## config.mk

```make
export PLATFORM = sky130hd
export DESIGN_NAME = lfsa_occ_map
export DESIGN_NICKNAME = d
export VERILOG_FILES = /design/src/sv/lfsa_pkg.sv /design/src/sv/lfsa_occ_map.sv
export SDC_FILE = /design/constraint.sdc
export NUM_CORES = 1
export LEC_CHECK = 0
export BUFFER_PORTS_ARGS = -buffer_cell sky130_fd_sc_hd__buf_2
export CORE_AREA = 3 3 292 294
export CTS_CLUSTER_DIAMETER = 60
export DETAILED_ROUTE_END_ITERATION = 12
export DIE_AREA = 0 0 295 297
export GPL_TIMING_DRIVEN = 0
export PLACE_DENSITY = 0.66
export SETUP_SLACK_MARGIN = 0.4
export SLEW_MARGIN = 20
export SYNTH_ARGS = -nofsm -noshare
export SYNTH_HDL_FRONTEND = slang
export SYNTH_SLANG_ARGS = --single-unit
```

## constraint.sdc

```tcl
create_clock -name clk -period 11 [get_ports clk]
set_input_delay 1.1 -clock clk [delete_from_list [all_inputs] [get_ports clk]]
set_output_delay 1.1 -clock clk [all_outputs]
set_load 0.01 [all_outputs]
```

## src/sv/lfsa_pkg.sv

```systemverilog
`timescale 1ns / 1ps

package lfsa_pkg;

  // Table geometry.
  localparam int SLOT_COUNT  = 1024;
  localparam int HANDLE_BITS = 32;
  localparam int SLOT_W      = $clog2(SLOT_COUNT);
  localparam int HINT_W      = SLOT_W + 1;

  // The occupancy bitmap is kept as rows of 64 bits.
  localparam int ROW_BITS  = 64;
  localparam int ROW_LSB   = $clog2(ROW_BITS);
  localparam int ROW_COUNT = (SLOT_COUNT + ROW_BITS - 1) / ROW_BITS;
  localparam int ROW_W     = (ROW_COUNT > 1) ? $clog2(ROW_COUNT) : 1;
  localparam int LAST_ROW  = ROW_COUNT - 1;
  localparam int LAST_ROW_SLOTS = SLOT_COUNT - LAST_ROW * ROW_BITS;

  typedef logic [ROW_BITS-1:0]    row_t;
  typedef logic [HANDLE_BITS-1:0] store_handle_t;

  // Slots of the last row that exist.
  localparam row_t LAST_ROW_MASK = (LAST_ROW_SLOTS == ROW_BITS) ? '1 :
                                   row_t'((65'(1) << LAST_ROW_SLOTS) - 65'(1));

  typedef enum logic [1:0] {
    REQ_ALLOC    = 2'd0,
    REQ_REGISTER = 2'd1,
    REQ_FREE     = 2'd2,
    REQ_LOOKUP   = 2'd3
  } req_t;

  typedef enum logic [1:0] {
    ST_OK    = 2'd0,
    ST_FULL  = 2'd1,
    ST_RANGE = 2'd2
  } status_t;

  typedef enum logic [2:0] {
    S_IDLE,
    S_SCAN,
    S_MOD,
    S_LOOK
  } state_t;

  typedef struct packed {
    logic             en;
    logic [ROW_W-1:0] row;
  } occ_rd_t;

  typedef struct packed {
    logic             en;
    logic [ROW_W-1:0] row;
    row_t             data;
  } occ_wr_t;

  // Index of the lowest set bit, found by halving the word six times.
  function automatic logic [ROW_LSB-1:0] lowest_set(input row_t v);
    row_t             w;
    logic [ROW_LSB-1:0] idx;
    w   = v;
    idx = '0;
    for (int k = ROW_LSB - 1; k >= 0; k--) begin
      if ((w & row_t'((65'(1) << (1 << k)) - 65'(1))) == '0) begin
        idx[k] = 1'b1;
        w      = w >> (1 << k);
      end
    end
    return idx;
  endfunction

  function automatic store_handle_t to_store(input logic [31:0] h);
    logic [63:0] w;
    w = 64'(h);
    return w[HANDLE_BITS-1:0];
  endfunction

  function automatic logic [31:0] from_store(input store_handle_t s);
    logic [63:0] w;
    w = 64'(s);
    return w[31:0];
  endfunction

endpackage

```

## src/sv/lfsa_occ_map.sv

```systemverilog
`timescale 1ns / 1ps

// Occupancy bitmap in rows, with one valid bit per row so that reset
// empties the whole table at once.
module lfsa_occ_map (
  input  logic             clk,
  input  logic             rst,
  input  lfsa_pkg::occ_rd_t rd,
  input  lfsa_pkg::occ_wr_t wr,
  output lfsa_pkg::row_t    rd_data
);
  import lfsa_pkg::*;

  row_t                 mem [ROW_COUNT];
  logic [ROW_COUNT-1:0] row_valid;
  row_t                 mem_q;
  logic                 valid_q;

  always_ff @(posedge clk) begin
    if (wr.en) begin
      mem[wr.row] <= wr.data;
    end
    if (rd.en) begin
      mem_q <= mem[rd.row];
    end
  end

  always_ff @(posedge clk) begin
    if (rst) begin
      row_valid <= '0;
      valid_q   <= 1'b0;
    end else begin
      if (wr.en) begin
        row_valid[wr.row] <= 1'b1;
      end
      if (rd.en) begin
        valid_q <= row_valid[rd.row];
      end
    end
  end

  // A row never written since reset reads as all empty.
  assign rd_data = valid_q ? mem_q : '0;

endmodule

```

======== Yosys cells after proc, flatten, opt, wreduce, memory -nomap -nowiden ========
Memories as Yosys holds them, arrays and structs flattened. A register that Yosys moved wholly into a read port is not among the register bits.
Cells that the tools add are included.
word-level totals
  output and inout port bits .............. 64
  memories ................................ 1
  memory bits (writable) .................. 1024
  input bits .............................. 76
  bits in latches ......................... 0
  word-level logic and storage cells ...... 15
  ROM bits ................................ 0
  flip-flop bits (word level) ............. 17
memory list
  memory  depth  bits a word  rd ports  clocked after memory_dff  write ports  RTL line            RTL
  mem     16     64           1         1                         1            lfsa_occ_map.sv:14  row_t mem [ROW_COUNT];
operators by class
  bitwise logic cells ..................... 1
  equal/unequal tests ..................... 0
  mux-type cells .......................... 7
  $lt $le $gt $ge ......................... 3
  reduce and logical (&&, ||, !) cells .... 1
  add/sub/neg operators ................... 0
  shifts and indexed selects .............. 0
  $mul .................................... 0
  div/mod/pow operators ................... 0
operator list
  cell                number
  $mux 64             1
  $or 16x16->16       1
  $lt 4x5->1 const B  2
  $bmux 1 s4          1
  $demux 1 s4         1
  $ge 4x1->1 const B  1
  $mux 1              4
  $logic_and 1x1->1   1

======== Longest topological paths before layout ========
Gate-level depths: netlist of run 1.
  word-level depth ........................ 5
  mapped depth ............................ 7
  depth with buffers taken out ............ 4

======== Least setup slack after synthesis of run 1 ========
Ideal clock, no wire load.
  path kind ............................... input-to-reg
  from .................................... input port wr[66] (netlist name)
  to ...................................... memory mem[0][0] (netlist name), enable pin
  path buffers ............................ 0
  setup time .............................. 0.568 ns
  arrival time ............................ 6.013 ns
  required time ........................... 10.432 ns
  cell stages on the path ................. 2
  setup slack ............................. 4.420 ns
  cells stage by stage .................... or3b_2 -> nor3_1
RTL lines
  element          RTL line            RTL
  start, declared  lfsa_occ_map.sv:9   input lfsa_pkg::occ_wr_t wr,
  end, declared    lfsa_occ_map.sv:14
Straight into the memory's write port.

======== Worst setup path after layout of run 1 ========
  from .................................... register valid_q
  to ...................................... output port rd_data[28]
on the way
  word-level cells in the longest chain between the ends .. 1
RTL lines
  element                 RTL line            RTL
  start, declared         lfsa_occ_map.sv:17  logic valid_q;
  start signal, assigned  lfsa_occ_map.sv:37  valid_q <= row_valid[rd.row];
  $mux 64                 lfsa_occ_map.sv:43  assign rd_data = valid_q ? mem_q : '0;
  end, declared           lfsa_occ_map.sv:10  output lfsa_pkg::row_t rd_data
No other way between the ends.

==> run summary, run 1 <==
I/O Buffers - 135
CP arrival - 2.66 ns
Tmin final - 3.76 ns
CP max-delay cell - clkbuf_1
Setup crit end kind - output port
WL met2 - 47.4 mm
Hold Buf Count CTS - 0
Final number of setup-violating endpoints - 0
ANT nets after route - 0
Metal3 WL - 8.73 mm
Uppermost layer routed - met5
#FFs+latches synth - 1105
Maximum clock insertion buffer count - 3
RSZ-0062 raised after global routing - no
Layout Area Growth over Synthesis - 17.9%
Crit-path max FO - 10
Final setup margin - 7.24 ns
CTS Sinks - 1105
Syn Nets - 1719
Total setup buffers inserted after CTS - 0
Reg2reg setup slack - 9.33 ns
Starting Density - 49.8%
Worst setup startpoint - valid_q$_SDFFE_PP0P_
Total GRT Usage - 22.7%
Post-synthesis sequential area ratio - 79.7%
Drt total wl - 97.7 mm
Final Cycle Share - 34.1%
First-pass GRT wire length - 141 mm
VDD IR max - 0.129 mV
Num CTS Buffers - 110
Hold endpoint - row_valid[2]$_SDFFE_PP0P_
Cell count of the worst reg-to-reg path - 2
Worst reg2reg path endpoint - mem_q[55]$_DFFE_PP_
Hold Path Stages - 2
Core area - 0.0832 sq mm
Fraction of layout cells with a size suffix above 1 - 37.2%
Nets - 2059
Gr ovfl total - 0
Max-slew headroom - 17.6%
DP Cell Count - 2951
Number of global-route vias before repair - 19843
Clk_skew - 0.0246 ns
Vias/cell - 6.07
Post_cts resized - 0
Outcome - finished clean
Final Wtd Congestion - 0.740
Setup TNS - 0 ns
Synth Warn # - 0
Final Cell Area - 0.0488 sq mm
CTS tree - done
Hold Crit Class - flop to flop
CTS H-tree lvls - 3
HPWL after detailed placement - 62.2 mm
Met1 wire length - 39.8 mm
Largest net degree at the start of global routing - 38
Crit Path Class - flop to output port
Post-DP Area - 0.0451 sq mm
Yosys cell types - 21
Worst slack, placed - 6.76 ns
Mapped Cells - 1643
Clock Tree Root - clkbuf_16
Slew Limit Fails - 0
Worst-Skew Late Latency - 0.66 ns
Non-Filler Instances - 3162
PD cells - 184 mW/mm^2
Crit-path cells - clkbuf_2, clkbuf_1, and2_1, buf_2
Actual slew at the worst max-slew pin - 1.24 ns
Drt first-iter violations - 2100
Max Fclk - 0.266 GHz
Pre-Repair DR Iteration Count - 5
Avg Synthesized Cell Area - 25.2 sq um
Routed vias - 19201
Synth Cell Area - 0.0414 sq mm
Reg clk slew, reported paths - 0.06 ns
Static Leak - 15.8 nW
Critical Path Max Stage Delay - 0.57 ns
Die extent in y - 297 um
DRC - 0
R2R Path Start - mem[15][55]$_DFFE_PP_
Max-cap violations - 0
Die span in x - 295 um
Req. time, crit path - 9.90 ns
I/O pin count - 140
Final Core Density - 58.7%
Final Hold Fails - 0
# rows - 106
Die area - 0.0876 sq mm
Nature of the critical path startpoint - flop
Initial antenna violation count - 15
Hold path start - row_valid[2]$_SDFFE_PP0P_
WL per Instance - 30.9 um
==> through the flow <==
step | power [mW] | hold slack [ns]
2_1_floorplan | 5.09 | 0.435
3_3_place_gp | 5.27 | 0.446
3_5_place_dp | 5.30 | 0.458
4_1_cts | 9.07 | 0.473
5_1_grt | 9.27 | 0.495
6_report | 9.00 | 0.468
==> area by class of cell <==
class                      count  area (sq um)
antenna                        6          15.0
buffer                        82           447
clock buffer                 136          2940
tap                         1080          1350
multi-input combinational    456          8100
sequential                  1105         33000
clock inverter                69           748
fill                        5779         34300
timing repair buffer         228          2230
==> cell families (layout without fill, tap and decap cells) <==
| logic type | count (synthesis) | after routing | synth area share, % |
|---|---|---|---|
| flops | 1105 | 1105 | 79.7 |
| compound gates | 4 | 4 | 0.0785 |
| simple gates | 126 | 126 | 1.61 |
| other cells | 0 | 6 | 0 |
| buf+inv | 82 | 515 | 1.06 |
| mux | 326 | 326 | 17.6 |
==> report_power, final <==
group	internal (mW)	switching, mW
logic	0.197	0.250
registers	4.73	0.0250
clock network	2.25	1.55
total	7.18	1.82
==> per-layer routing <==
layer / vias up / global-route usage (%)
li1: 7779 / -
met1: 10347 / 33.0
met2: 923 / 35.6
met4: 12 / 5.25
met3: 140 / 5.07
met5: - / 0
==> critical path, delay by kind of cell, from the launching register on <==
kind | cells | cell delay (ns)
buffers and inverters | 3 | 1.22
AND/OR/NAND/NOR | 1 | 0.41
flip-flops | 1 | 0.35
==> layout by cell type, fill, tap and decap left out <==
master / netlist / final
buf_4: 20 / 54
clkinv_4: 0 / 1
a22oi_1: 1 / 1
o211ai_1: 1 / 1
nor3_2: 0 / 4
diode_2: 0 / 6
inv_8: 0 / 1
buf_2: 9 / 143
clkinv_2: 0 / 22
buf_12: 0 / 22
clkinvlp_4: 0 / 6
buf_16: 0 / 27
clkbuf_16: 0 / 114
nand2_1: 2 / 2
mux4_2: 322 / 322
mux2i_1: 4 / 4
clkbuf_1: 44 / 60
clkinv_1: 0 / 19
and2_1: 64 / 64
bufinv_16: 0 / 15
a221oi_1: 2 / 2
inv_6: 0 / 4
clkbuf_2: 0 / 6
nor2_1: 47 / 35
edfxtp_1: 1088 / 1088
nand2b_1: 2 / 2
dfxtp_1: 17 / 17
buf_6: 6 / 17
clkinv_8: 0 / 1
nor2_4: 0 / 12
nor2b_1: 1 / 1
buf_1: 3 / 3
nand3b_1: 3 / 3
nand3_1: 1 / 1
or3b_2: 2 / 2
==> state kept, by name (all words and copies together) (netlist names) <==
signal / cells
mem_q: 64
mem: 1024
valid_q: 1
row_valid: 16
==> synthesized netlist by cell type <==
cell type	instances	area, sq um
nand2b_1	2	12.5
mux4_2	322	7250
buf_4	20	150
o211ai_1	1	7.51
clkbuf_1	44	165
and2_1	64	400
a221oi_1	2	17.5
dfxtp_1	17	340
edfxtp_1	1088	32700
buf_6	6	67.6
nor3_1	4	20.0
nand2_1	2	7.51
buf_1	3	11.3
or3b_2	2	17.5
nand3b_1	3	22.5
nand3_1	1	5.00
nor2_1	47	176
mux2i_1	4	40.0
a22oi_1	1	7.51
nor2b_1	1	6.26
buf_2	9	45.0
==> how the worst max path moves through the flow <==
stage	end	cells past startpoint
6_report	rd_data[28]	4
4_1_cts	rd_data[28]	4
2_1_floorplan	mem[0][0]$_DFFE_PP_	2
5_1_grt	rd_data[28]	4
3_5_place_dp	mem_q[55]$_DFFE_PP_	5
3_3_place_gp	mem[8][47]$_DFFE_PP_	3
Note: power is estimated with default switching activity, not from simulation.
==> run 2: changes to the inputs <==
Settings changed: PLACE_DENSITY 0.66 to 0.69.
Clock period 11 ns to 3.3 ns, I/O delays scaled along.
==> run 2 against run 1 <==
  * Sequential cell count is the same
  * Sequential share of layout area grew 0.28 points
  * Combinational power grew to 3.3 times the previous value
  * Clock skew shrank 0.0098 ns
==> run summary, run 2 (synthesis gave the netlist of run 1 again) <==
DRC - 0 (unchanged)
Hold Buf Count CTS - 0 (unchanged)
VDD IR max - 0.425 mV (+230%)
Most frequent cells in the layout - edfxtp_1 (1088), mux4_2 (322), buf_2 (143)
Max Fclk - 0.359 GHz
WL per Instance - 30.2 um (-2.3%)
Hold Crit Class - primary input to flop
Die extent in y - 297 um (unchanged)
Die area - 0.0876 sq mm (unchanged)
Sw frac - 20.3% (+0.071 points)
Hold endpoint - mem[8][59]$_DFFE_PP_
Number of global-route vias before repair - 19963 (+0.60%)
Nets - 2039 (-0.97%)
Layout Area Growth over Synthesis - 17.4%
Clk_skew - 0.0148 ns (-0.00981 ns)
Drt total wl - 94.6 mm (-3.1%)
Clock Tree Root - clkbuf_16
Slew Limit Fails - 0 (unchanged)
Outcome - finished clean
Max-cap violations - 0 (unchanged)
CP arrival - 2.45 ns (-0.21 ns)
CTS tree - done
Initial antenna violation count - 13 (-2)
Final number of setup-violating endpoints - 0 (unchanged)
Static Leak - 15.6 nW (-1.1%)
Non-Filler Instances - 3134 (-0.89%)
Clk pwr share - 40.8% (-1.3 points)
Reg2reg setup slack - 1.65 ns (-7.68 ns)
Crit-path cells - clkbuf_2, clkbuf_1, and2_1, buf_2
Post_cts resized - 1 (+1)
Max-slew headroom - 25.3% (+7.7 points)
DP Cell Count - 2936 (-0.51%)
Commonest non-fill, non-tap cell in the layout - edfxtp_1
CTS Sinks - 1105 (unchanged)
Num CTS Buffers - 105 (-4.5%)
Biggest regs - mem x1024, mem_q x64, row_valid x16
P_int - 23.3 mW (+230%)
Vias/cell - 6.04 (-0.50%)
Worst reg2reg path endpoint - mem_q[59]$_DFFE_PP_
Routed vias - 18936 (-1.4%)
Fraction of layout cells with a size suffix above 1 - 36.3% (-0.94 points)
RSZ-0062 raised after global routing - no
Largest net degree at the start of global routing - 39 (+2.6%)
Final Cycle Share - 84.3%
Hold Path Stages - 1 (-1)
Final Wtd Congestion - 0.711 (-3.8%)
Biggest register - mem
Final Hold Fails - 0 (unchanged)
P_sw - 5.95 mW (+230%)
Tmin final - 2.78 ns
Combinational cell fraction of total power - 5.0% (about the same)
Nature of the critical path startpoint - flop
Die span in x - 295 um (unchanged)
Core area - 0.0832 sq mm (unchanged)
Hold_ws - 0.0393 ns (-0.429 ns)
Gr ovfl total - 0 (unchanged)
Pre-Repair DR Iteration Count - 5 (unchanged)
Actual slew at the worst max-slew pin - 1.12 ns (-0.116 ns)
R2R Path Start - mem[15][59]$_DFFE_PP_
HPWL after detailed placement - 59.7 mm (-4.0%)
Setup TNS - 0 ns (unchanged)
I/O Buffers - 135 (unchanged)
Flip-flop count of the largest register after layout - 1024 (unchanged)
CTS H-tree lvls - 3 (unchanged)
Critical Path Max Stage Delay - 0.51 ns (-0.06 ns)
CP max-delay cell - clkbuf_1
Starting Density - 49.8% (unchanged)
Cell count of the worst reg-to-reg path - 2 (unchanged)
# rows - 106 (unchanged)
Area of the multi-input gates - 0.00813 sq mm (+0.31%)
FF/Latch Area - 0.0330 sq mm (unchanged)
Setup crit end kind - output port
Req. time, crit path - 2.97 ns (-6.93 ns)
I/O pin count - 140 (unchanged)
Maximum clock insertion buffer count - 3 (unchanged)
Pwr Total - 29.3 mW (+230%)
Worst-Skew Late Latency - 0.66 ns (about the same)
Crit-path max FO - 10 (unchanged)
Sequential share of power - 54.2% (+1.3 points)
Reg clk slew, reported paths - 0.07 ns (about the same)
ANT nets after route - 0 (unchanged)
Total GRT Usage - 22.1% (-0.57 points)
Final Core Density - 58.5% (-0.24 points)
Total setup buffers inserted after CTS - 0 (unchanged)
Drt first-iter violations - 2268 (+8.0%)
Crit Path Class - flop to output port
PD cells - 602 mW/mm^2 (+230%)
First-pass GRT wire length - 138 mm (-2.1%)
Hold path start - wr[59]
# fillers - 5671 (-1.9%)
## run 2: cell count changes in the layout (fill, tap and decap cells not counted), sizes merged
cell      before  now
bufinv        15   12
diode          6    4
clkinvlp       6    5
clkbuf       180  176
buf          266  251
clkinv        43   40
## run 2: power by group through the flow
stage / sequential [mW] / combinational [mW] / clock (mW)
after floorplan: 16.1 / 0.830 / 0
after global placement: 16.2 / 1.36 / 0
after detailed placement: 16.2 / 1.49 / 0
after CTS: 15.9 / 1.50 / 12.1
after global routing: 15.9 / 1.58 / 12.7
final: 15.9 / 1.48 / 11.9
## run 2: critical path: cells and delay by family, from the launching register on
family                 cells  cell delay, ns
buffers and inverters      3            1.09
DFF                        1            0.34
and+or+nand+nor            1            0.36
## run 2: area by class of cell
cell class	count	area share (%)
diodes	4	0.0206
clock buffers	132	5.69
plain buffers	82	0.918
clock inverters	62	1.32
repair buffers	213	4.69
flip-flops and latches	1105	67.9
multi-input cells	456	16.7
well taps	1080	2.78
## run 2: metal layers
layer / vias up / wire, um / track usage (%)
met2: 914 / 47000 / 35.3
li1: 7737 / - / -
met5: - / 79 / 0
met3: 149 / 8970 / 4.99
met1: 10122 / 36800 / 31.4
met4: 14 / 1820 / 5.44
## run 2: worst max-delay path by stage
| stage | depth (start not counted) | end | slack (ns) | startpoint |
|---|---|---|---|---|
| detailed placement | 5 | mem_q[39]$_DFFE_PP_ | 0.04 | rd[1] |
| global placement | 3 | mem[6][63]$_DFFE_PP_ | -4.31 | wr[64] |
| finish | 4 | rd_data[21] | 0.52 | valid_q$_SDFFE_PP0P_ |
| CTS | 4 | rd_data[32] | 0.51 | valid_q$_SDFFE_PP0P_ |
| floorplan | 2 | mem[10][0]$_DFFE_PP_ | -0.48 | wr[66] |
| global route | 4 | rd_data[21] | 0.43 | valid_q$_SDFFE_PP0P_ |
## run 2: stage by stage
step / cell area [sq um] / setup WS, ns
after CTS: 48600 / 0.510
after global routing: 48600 / 0.432
after global placement: 43500 / -4.31
after floorplan: 41500 / -0.478
after detailed placement: 45200 / 0.0428
final: 48600 / 0.517
